### src/sv/cpualu_pkg.sv
// ----------------------------------------------------------------------------
// cpualu_pkg
// Shared types and operation codes for the 8-bit ALU with Z N H C flags.
// ----------------------------------------------------------------------------
package cpualu_pkg;

    localparam int unsigned OP_W   = 5;
    localparam int unsigned DATA_W = 8;

    typedef logic [OP_W-1:0]   t_op;
    typedef logic [DATA_W-1:0] t_byte;

    // Flag word, bit3 down to bit0
    typedef struct packed {
        logic z;
        logic n;
        logic h;
        logic c;
    } t_flags;

    // Result of one ALU pass
    typedef struct packed {
        t_byte  result;
        t_flags flags;
        logic   wb;
    } t_alu_res;

    // Operation codes
    localparam t_op OP_ADD  = 5'd0;
    localparam t_op OP_ADC  = 5'd1;
    localparam t_op OP_SUB  = 5'd2;
    localparam t_op OP_SBC  = 5'd3;
    localparam t_op OP_CP   = 5'd4;
    localparam t_op OP_AND  = 5'd5;
    localparam t_op OP_XOR  = 5'd6;
    localparam t_op OP_OR   = 5'd7;
    localparam t_op OP_INC  = 5'd8;
    localparam t_op OP_DEC  = 5'd9;
    localparam t_op OP_DAA  = 5'd10;
    localparam t_op OP_CPL  = 5'd11;
    localparam t_op OP_CCF  = 5'd12;
    localparam t_op OP_SCF  = 5'd13;
    localparam t_op OP_RLCA = 5'd14;
    localparam t_op OP_RLA  = 5'd15;
    localparam t_op OP_RRCA = 5'd16;
    localparam t_op OP_RRA  = 5'd17;

    // Decimal adjust constants
    localparam t_byte DAA_LO     = 8'h06;
    localparam t_byte DAA_HI     = 8'h60;
    localparam t_byte DAA_HI_MAX = 8'h99;
    localparam logic [3:0] DAA_LO_MAX = 4'h9;

endpackage

### src/sv/cpualu_if.sv
// ----------------------------------------------------------------------------
// cpualu_if
// Valid/ready channels for the ALU: operation word in, result word out.
// ----------------------------------------------------------------------------
interface cpualu_req_if;
    logic       valid;
    logic       ready;
    logic [4:0] op;
    logic [7:0] acc;
    logic [7:0] operand;
    logic [3:0] flags_in;

    modport source (output valid, output op, output acc, output operand,
                    output flags_in, input ready);
    modport sink   (input valid, input op, input acc, input operand,
                    input flags_in, output ready);
endinterface

interface cpualu_rsp_if;
    logic       valid;
    logic       ready;
    logic [7:0] result;
    logic [3:0] flags_out;
    logic       write_back;

    modport source (output valid, output result, output flags_out,
                    output write_back, input ready);
    modport sink   (input valid, input result, input flags_out,
                    input write_back, output ready);
endinterface

### src/sv/cpu_8bit_alu_with_flags_unit.sv
// ----------------------------------------------------------------------------
// cpu_8bit_alu_with_flags_unit
// 8-bit ALU with Z N H C flags behind an input register and a result register.
// ----------------------------------------------------------------------------
// One operation word is accepted every cycle while results are being taken.
// A result is offered once its word has passed the input register and then,
// through the single-pass ALU datapath, reached the result register.
// The input register advances when it is empty or the result
// register moves on; the result register advances when it is empty or being
// taken. While a finished result waits, the input register still takes one
// more word and then holds the request side off. Words leave strictly in
// arrival order. Unassigned operation codes pass the accumulator and flags
// through with the write-back mark clear.
module cpu_8bit_alu_with_flags_unit (
    input  logic  i_clk,
    input  logic  i_rst_n,
    cpualu_req_if.sink   i_req,
    cpualu_rsp_if.source o_rsp
);
    import cpualu_pkg::*;

    logic     r_in_valid;
    t_op      r_op;
    t_byte    r_acc;
    t_byte    r_operand;
    t_flags   r_flags;
    logic     r_out_valid;
    t_alu_res r_out;

    logic     w_out_free;
    logic     w_in_take;
    t_alu_res w_alu;

    // Pipeline advance control
    assign w_out_free  = !r_out_valid || o_rsp.ready;
    assign i_req.ready = !r_in_valid || w_out_free;
    assign w_in_take   = i_req.valid && i_req.ready;

    // Input register
    always_ff @(posedge i_clk) begin
        if (!i_rst_n) begin
            r_in_valid <= 1'b0;
        end else if (i_req.ready) begin
            r_in_valid <= i_req.valid;
        end
    end

    always_ff @(posedge i_clk) begin
        if (w_in_take) begin
            r_op      <= i_req.op;
            r_acc     <= i_req.acc;
            r_operand <= i_req.operand;
            r_flags   <= i_req.flags_in;
        end
    end

    cpualu_core u_core (
        .i_op      (r_op),
        .i_acc     (r_acc),
        .i_operand (r_operand),
        .i_flags   (r_flags),
        .o_res     (w_alu)
    );

    // Result register
    always_ff @(posedge i_clk) begin
        if (!i_rst_n) begin
            r_out_valid <= 1'b0;
        end else if (w_out_free) begin
            r_out_valid <= r_in_valid;
        end
    end

    always_ff @(posedge i_clk) begin
        if (w_out_free && r_in_valid) begin
            r_out <= w_alu;
        end
    end

    assign o_rsp.valid      = r_out_valid;
    assign o_rsp.result     = r_out.result;
    assign o_rsp.flags_out  = r_out.flags;
    assign o_rsp.write_back = r_out.wb;

`ifndef NO_ASSERTIONS
    // An accepted word always lands in the input register
    a_take_loads: assert property (@(posedge i_clk) disable iff (!i_rst_n)
        w_in_take |=> r_in_valid)
        else $error("accepted word not held in input register");

    // A result only appears from a word that was in the input register
    a_out_source: assert property (@(posedge i_clk) disable iff (!i_rst_n)
        $rose(r_out_valid) |-> $past(r_in_valid))
        else $error("result valid without a word in flight");

    // An empty input register never stalls the request side
    a_empty_ready: assert property (@(posedge i_clk) disable iff (!i_rst_n)
        !r_in_valid |-> i_req.ready)
        else $error("request stalled with empty input register");

    // A compare moved to the result register carries no write-back
    a_cp_no_wb: assert property (@(posedge i_clk) disable iff (!i_rst_n)
        (r_in_valid && w_out_free && (r_op == OP_CP)) |=> !r_out.wb)
        else $error("compare result marked for write-back");
`endif

endmodule

### src/sv/cpualu_core.sv
// ----------------------------------------------------------------------------
// cpualu_core
// Combinational datapath: arithmetic, logic, decimal adjust, flag ops and
// accumulator rotates, with flag generation.
// ----------------------------------------------------------------------------
module cpualu_core (
    input  cpualu_pkg::t_op      i_op,
    input  cpualu_pkg::t_byte    i_acc,
    input  cpualu_pkg::t_byte    i_operand,
    input  cpualu_pkg::t_flags   i_flags,
    output cpualu_pkg::t_alu_res o_res
);
    import cpualu_pkg::*;

    logic       w_cin_add;
    logic       w_cin_sub;
    logic [8:0] w_sum;
    logic [4:0] w_sum_lo;
    logic [8:0] w_diff;
    logic [4:0] w_diff_lo;
    t_byte      w_inc;
    t_byte      w_dec;
    t_byte      w_daa_hi;
    t_byte      w_daa;
    logic       w_daa_c;
    t_alu_res   w_res;

    // Carry in only for the with-carry forms
    assign w_cin_add = (i_op == OP_ADC) & i_flags.c;
    assign w_cin_sub = (i_op == OP_SBC) & i_flags.c;

    // Adder and subtractor with nibble carries
    assign w_sum     = {1'b0, i_acc} + {1'b0, i_operand} + {8'd0, w_cin_add};
    assign w_sum_lo  = {1'b0, i_acc[3:0]} + {1'b0, i_operand[3:0]} + {4'd0, w_cin_add};
    assign w_diff    = {1'b0, i_acc} - {1'b0, i_operand} - {8'd0, w_cin_sub};
    assign w_diff_lo = {1'b0, i_acc[3:0]} - {1'b0, i_operand[3:0]} - {4'd0, w_cin_sub};

    assign w_inc = i_operand + 8'd1;
    assign w_dec = i_operand - 8'd1;

    // Decimal adjust: add mode does the high digit first, subtract mode the low
    always_comb begin
        w_daa_c  = i_flags.c;
        w_daa_hi = i_acc;
        if (i_flags.n) begin
            if (i_flags.h) w_daa_hi = w_daa_hi - DAA_LO;
            w_daa = i_flags.c ? (w_daa_hi - DAA_HI) : w_daa_hi;
        end else begin
            if (i_flags.c || (i_acc > DAA_HI_MAX)) begin
                w_daa_hi = i_acc + DAA_HI;
                w_daa_c  = 1'b1;
            end
            // high adjust leaves the low nibble alone
            w_daa = (i_flags.h || (i_acc[3:0] > DAA_LO_MAX)) ? (w_daa_hi + DAA_LO)
                                                             : w_daa_hi;
        end
    end

    // Operation select
    always_comb begin
        w_res.result = i_acc;
        w_res.flags  = i_flags;
        w_res.wb     = 1'b1;
        unique case (i_op)
            OP_ADD, OP_ADC: begin
                w_res.result = w_sum[7:0];
                w_res.flags  = '{z: (w_sum[7:0] == 8'd0), n: 1'b0,
                                 h: w_sum_lo[4], c: w_sum[8]};
            end
            OP_SUB, OP_SBC, OP_CP: begin
                w_res.result = (i_op == OP_CP) ? i_acc : w_diff[7:0];
                w_res.flags  = '{z: (w_diff[7:0] == 8'd0), n: 1'b1,
                                 h: w_diff_lo[4], c: w_diff[8]};
                w_res.wb     = (i_op != OP_CP);
            end
            OP_AND: begin
                w_res.result = i_acc & i_operand;
                w_res.flags  = '{z: ((i_acc & i_operand) == 8'd0), n: 1'b0,
                                 h: 1'b1, c: 1'b0};
            end
            OP_XOR: begin
                w_res.result = i_acc ^ i_operand;
                w_res.flags  = '{z: ((i_acc ^ i_operand) == 8'd0), n: 1'b0,
                                 h: 1'b0, c: 1'b0};
            end
            OP_OR: begin
                w_res.result = i_acc | i_operand;
                w_res.flags  = '{z: ((i_acc | i_operand) == 8'd0), n: 1'b0,
                                 h: 1'b0, c: 1'b0};
            end
            OP_INC: begin
                w_res.result = w_inc;
                w_res.flags  = '{z: (w_inc == 8'd0), n: 1'b0,
                                 h: (i_operand[3:0] == 4'hF), c: i_flags.c};
            end
            OP_DEC: begin
                w_res.result = w_dec;
                w_res.flags  = '{z: (w_dec == 8'd0), n: 1'b1,
                                 h: (i_operand[3:0] == 4'h0), c: i_flags.c};
            end
            OP_DAA: begin
                w_res.result = w_daa;
                w_res.flags  = '{z: (w_daa == 8'd0), n: i_flags.n,
                                 h: 1'b0, c: w_daa_c};
            end
            OP_CPL: begin
                w_res.result = ~i_acc;
                w_res.flags  = '{z: i_flags.z, n: 1'b1, h: 1'b1, c: i_flags.c};
            end
            OP_CCF: begin
                w_res.flags = '{z: i_flags.z, n: 1'b0, h: 1'b0, c: ~i_flags.c};
            end
            OP_SCF: begin
                w_res.flags = '{z: i_flags.z, n: 1'b0, h: 1'b0, c: 1'b1};
            end
            OP_RLCA: begin
                w_res.result = {i_acc[6:0], i_acc[7]};
                w_res.flags  = '{z: 1'b0, n: 1'b0, h: 1'b0, c: i_acc[7]};
            end
            OP_RLA: begin
                w_res.result = {i_acc[6:0], i_flags.c};
                w_res.flags  = '{z: 1'b0, n: 1'b0, h: 1'b0, c: i_acc[7]};
            end
            OP_RRCA: begin
                w_res.result = {i_acc[0], i_acc[7:1]};
                w_res.flags  = '{z: 1'b0, n: 1'b0, h: 1'b0, c: i_acc[0]};
            end
            OP_RRA: begin
                w_res.result = {i_flags.c, i_acc[7:1]};
                w_res.flags  = '{z: 1'b0, n: 1'b0, h: 1'b0, c: i_acc[0]};
            end
            default: begin
                // unassigned codes: no operation, nothing written
                w_res.wb = 1'b0;
            end
        endcase
    end

    assign o_res = w_res;

endmodule

### src/flat_wrapper.sv
// flat-port wrapper written by rule: the top's interface ports become plain ports
module cpu_8bit_alu_with_flags_unit_flat import cpualu_pkg::*;
  (i_clk, i_rst_n, i_req_valid, i_req_op, i_req_acc, i_req_operand, i_req_flags_in, i_req_ready, o_rsp_valid, o_rsp_result, o_rsp_flags_out, o_rsp_write_back, o_rsp_ready);
  cpualu_req_if i_req_i ();
  cpualu_rsp_if o_rsp_i ();
  input  logic i_clk;
  input  logic i_rst_n;
  input wire logic [$bits(i_req_i.valid)-1:0] i_req_valid;
  input wire logic [$bits(i_req_i.op)-1:0] i_req_op;
  input wire logic [$bits(i_req_i.acc)-1:0] i_req_acc;
  input wire logic [$bits(i_req_i.operand)-1:0] i_req_operand;
  input wire logic [$bits(i_req_i.flags_in)-1:0] i_req_flags_in;
  output wire logic [$bits(i_req_i.ready)-1:0] i_req_ready;
  output wire logic [$bits(o_rsp_i.valid)-1:0] o_rsp_valid;
  output wire logic [$bits(o_rsp_i.result)-1:0] o_rsp_result;
  output wire logic [$bits(o_rsp_i.flags_out)-1:0] o_rsp_flags_out;
  output wire logic [$bits(o_rsp_i.write_back)-1:0] o_rsp_write_back;
  input wire logic [$bits(o_rsp_i.ready)-1:0] o_rsp_ready;
  assign i_req_i.valid = i_req_valid;
  assign i_req_i.op = i_req_op;
  assign i_req_i.acc = i_req_acc;
  assign i_req_i.operand = i_req_operand;
  assign i_req_i.flags_in = i_req_flags_in;
  assign i_req_ready = i_req_i.ready;
  assign o_rsp_valid = o_rsp_i.valid;
  assign o_rsp_result = o_rsp_i.result;
  assign o_rsp_flags_out = o_rsp_i.flags_out;
  assign o_rsp_write_back = o_rsp_i.write_back;
  assign o_rsp_i.ready = o_rsp_ready;
  cpu_8bit_alu_with_flags_unit u_core (.i_clk(i_clk), .i_rst_n(i_rst_n), .i_req(i_req_i), .o_rsp(o_rsp_i));
endmodule
### config.mk
export PLATFORM = sky130hd
export DESIGN_NAME = cpu_8bit_alu_with_flags_unit_flat
export DESIGN_NICKNAME = d
export VERILOG_FILES = /design/src/sv/cpualu_pkg.sv /design/src/sv/cpualu_if.sv /design/src/sv/cpu_8bit_alu_with_flags_unit.sv /design/src/sv/cpualu_core.sv /design/src/flat_wrapper.sv
export SDC_FILE = /design/constraint.sdc
export NUM_CORES = 1
export LEC_CHECK = 0
export BUFFER_PORTS_ARGS = -buffer_cell sky130_fd_sc_hd__buf_2
export CAP_MARGIN = 15
export CORE_MARGIN = 5
export CORE_UTILIZATION = 45
export CTS_BUF_LIST = sky130_fd_sc_hd__clkbuf_16
export DETAILED_ROUTE_END_ITERATION = 6
export HOLD_SLACK_MARGIN = 0.05
export PLACE_DENSITY = 0.62
export SKIP_CTS_REPAIR_TIMING = 1
export SYNTH_ARGS = -nofsm -noshare
export SYNTH_HDL_FRONTEND = slang
export SYNTH_SLANG_ARGS = --single-unit
### constraint.sdc
create_clock -name i_clk -period 5.9 [get_ports i_clk]
set_clock_uncertainty 0.15 [all_clocks]
set_input_delay 0.295 -clock i_clk [delete_from_list [all_inputs] [get_ports i_clk]]
set_output_delay 0.295 -clock i_clk [all_outputs]
set_load 0.1 [all_outputs]
==> impl_metrics.tcl <==
set metrics [dict create \
    synthesis.instances 526 \
    setup_tns_ps 0 \
    internal-power_uw 617.4 \
    ir_drop_v 0.0001057 \
    gp_congestion 1.005 \
    dieArea_mm2 0.01220 \
    track_usage_pct 23.35 \
    avgSynthCellArea_um2 8.632 \
    p_leak_uw 0.001985 \
    cp-start-kind "flip-flop" \
    drv_slew 0 \
    rows 36 \
    worst-r2r-cell-count 10 \
    slowest_delay_ps 770 \
    routed_via_density 6.298 \
    wl_per_cell_um 21.49 \
    coreArea_mm2 0.009819 \
    comb_power_share_pct 34.6 \
    n_antenna_cell 0 \
    swShare_pct 37.55 \
    critical_path.startpoint "u_core.r_flags[0]$_DFFE_PP_" \
    syn_nets 598 \
    antenna_left 0 \
    worstMarginPinSlew_ps 1072 \
    grt_max_degree 37 \
    cts_tree "done" \
    synth_edf_count 38 \
    crit_family "compound AO/OA/AOI/OAI gates" \
    die_w_um 110.5 \
    total_power_uw 988.6 \
    path_clk_slew_ps 60 \
    cts_buffer_depth 2 \
    min_path_cells 2 \
    finalHoldViolations 0 \
    cts_buffers 5 \
    ys_warn_count 0 \
    port_buffers 43 \
    synth_seq_cells 40 \
    crit_required_ps 5770 \
    cp_common_cell "nor2_1" \
    vias 4440 \
    crit_fanout 21 \
    slew_headroom_pct 27.97 \
    insertion_delay_ps 290 \
    cp.arrival_ps 3690 \
    critPathKind "flip-flop to flip-flop" \
    wl_um 15150 \
    antenna_found_initial 0 \
    dp_hpwl_um 11490 \
    maxCapViolations 0 \
    first_iter_violations 556 \
    synth_area_mm2 0.004541 \
    drive_above_1_share_pct 12.94 \
    power_density_mw_per_mm2 191.0 \
    hold_path_class "input port to flip-flop" \
    end_kind "flip-flop" \
    finalCritPeriodShare_pct 64.79 \
    synth_ff_type "edfxtp_1" \
    syn_to_final_growth_pct 14.00 \
    ys_seq_area_share_pct 26.01 \
    hp-start "i_rst_n" \
    synth_cell_type_count 84 \
    clockRootBuffer "clkbuf_16" \
    grt_pass1_vias 4017 \
    die_h_um 110.5 \
    fin_nets 643 \
    p_sw_uw 371.2 \
    firstDrtPassIters 5 \
    max_freq_ghz 0.2616 \
    r2r_start "u_core.r_flags[0]$_DFFE_PP_" \
    path_cells "nor2b_1, nand4_1, fa_1, ha_1, o21ai_0, a311oi_1, nor2_1, nor3_1, nor2_1, o41a_1" \
    h-tree-depth 2 \
    critPathSlowestCell "edfxtp_1" \
    cts_sinks 40 \
    grt_pass1_wl_um 22870 \
    p_seq_share_pct 37.7 \
    finalCriticalPeriod_ps 3823 \
    rsz0062_at_grt "false" \
    gr-total-overflow 0 \
    status "complete, no violations" \
    drc 0 \
    io_pins 44 \
    setup_viol 0 \
    initial_core_util_pct 46.24 \
    p_clk_share_pct 27.7 \
    cp.depth 10 \
    ys_async_sr_fraction_pct 0 \
    worst-path-buf-inv 0 \
]
-- registers in the layout (all words and copies together) (netlist names) --
signal,count
u_core.r_flags,4
u_core.r_in_valid,1
u_core.r_acc,8
u_core.o_rsp.result,8
u_core.r_op,5
u_core.o_rsp.valid,1
u_core.o_rsp.flags_out,4
u_core.r_operand,8
u_core.o_rsp.write_back,1
-- area by class of cell --
type	instances	area [um^2]
fill	946	4643
inverter	30	112.6
sequential	40	1181
tap	133	166.4
multi-input combinational	423	3083
timing repair buffer	71	488.0
clock buffer	5	125.1
clock inverter	3	20.02
-- power by group through the flow --
stage	registers [uW]	logic (uW)	clock network [uW]
finish	373	342	274
global route	376	366	288
CTS	372	323	282
detailed placement	377	321	0
global placement	377	320	0
floorplan	393	221	0
-- worst paths after layout --
check | slack [ps] | endpoint
worst max-delay path | 2080 | u_core.o_rsp.result[7]$_DFFE_PP_
worst min-delay path | 70 | u_core.o_rsp.valid$_SDFFE_PN0P_
worst max register to register | 2080 | u_core.o_rsp.result[7]$_DFFE_PP_
worst min register to register | 370 | u_core.o_rsp.valid$_SDFFE_PN0P_
-- cells in the mapped netlist, types with 4 or more instances --
library cell | n | area [um^2]
a211oi_1 | 8 | 60.06
a21oi_1 | 29 | 145.1
a22o_1 | 5 | 43.79
a2bb2oi_1 | 5 | 43.79
a31oi_1 | 7 | 43.79
a32oi_1 | 6 | 52.55
and3_1 | 8 | 50.05
buf_2 | 17 | 85.08
buf_4 | 5 | 37.54
clkbuf_1 | 9 | 33.78
edfxtp_1 | 38 | 1141
fa_1 | 4 | 80.08
ha_1 | 39 | 488.0
inv_1 | 29 | 108.9
mux2i_1 | 7 | 70.07
nand2_1 | 25 | 93.84
nand2b_1 | 20 | 125.1
nand3_1 | 13 | 65.06
nand4_1 | 11 | 68.82
nor2_1 | 33 | 123.9
nor2_2 | 4 | 25.02
nor2b_1 | 9 | 56.30
nor3_1 | 22 | 110.1
nor4_1 | 6 | 37.54
o211ai_1 | 5 | 37.54
o21a_1 | 8 | 60.06
o21ai_0 | 23 | 115.1
o21ai_1 | 5 | 25.02
o221ai_1 | 6 | 52.55
o22ai_1 | 6 | 37.54
o31a_1 | 4 | 35.03
or3_1 | 9 | 56.30
or3b_1 | 4 | 35.03
xnor2_1 | 13 | 113.9
xor2_1 | 7 | 61.31
-- cells in the final DEF, fill, tap and decap left out, drive strengths merged, types with 24 or more instances in the layout --
cell / count
dlygate4sd3: 25
a21oi: 29
inv: 30
nor3: 24
nor2: 37
edfxtp: 38
buf: 46
o21ai: 28
ha: 39
nand2: 26
-- per-stage QoR --
step / worst slack, ps / hold WS (ps) / std cells / util (%) / instance area, um^2
2_1_floorplan: 2242 / 243.9 / 526 / - / 4541
3_3_place_gp: 2246 / 321.6 / 672 / 48.69 / 4781
3_5_place_dp: 2181 / 323.1 / 672 / 48.69 / 4781
4_1_cts: 2155 / 20.68 / 680 / 50.17 / 4926
5_1_grt: 1989 / 92.06 / 705 / 52.71 / 5176
6_report: 2077 / 74.09 / 705 / 52.71 / 5176
-- metal layers --
layer  vias to the layer above  part of all wire [%]  track usage [%]
met4                         0                   4.4            11.08
met1                      2066                    42            32.44
met5                         -                     0                0
met3                        38                   8.7            3.775
met2                       239                    44            35.28
li1                       2097                     -                -
-- cells by family (layout without fill, tap and decap cells) --
logic type / Yosys count / count (layout) / share of synthesized area [%]
mux: 9 / 9 / 2.122
buf+inv: 63 / 109 / 6.090
compound gates: 162 / 162 / 25.68
flops: 40 / 40 / 26.01
fa+ha+maj: 43 / 43 / 12.51
xor+xnor: 20 / 20 / 3.858
simple gates: 189 / 189 / 23.73
Power figures use the tool's default switching activity.
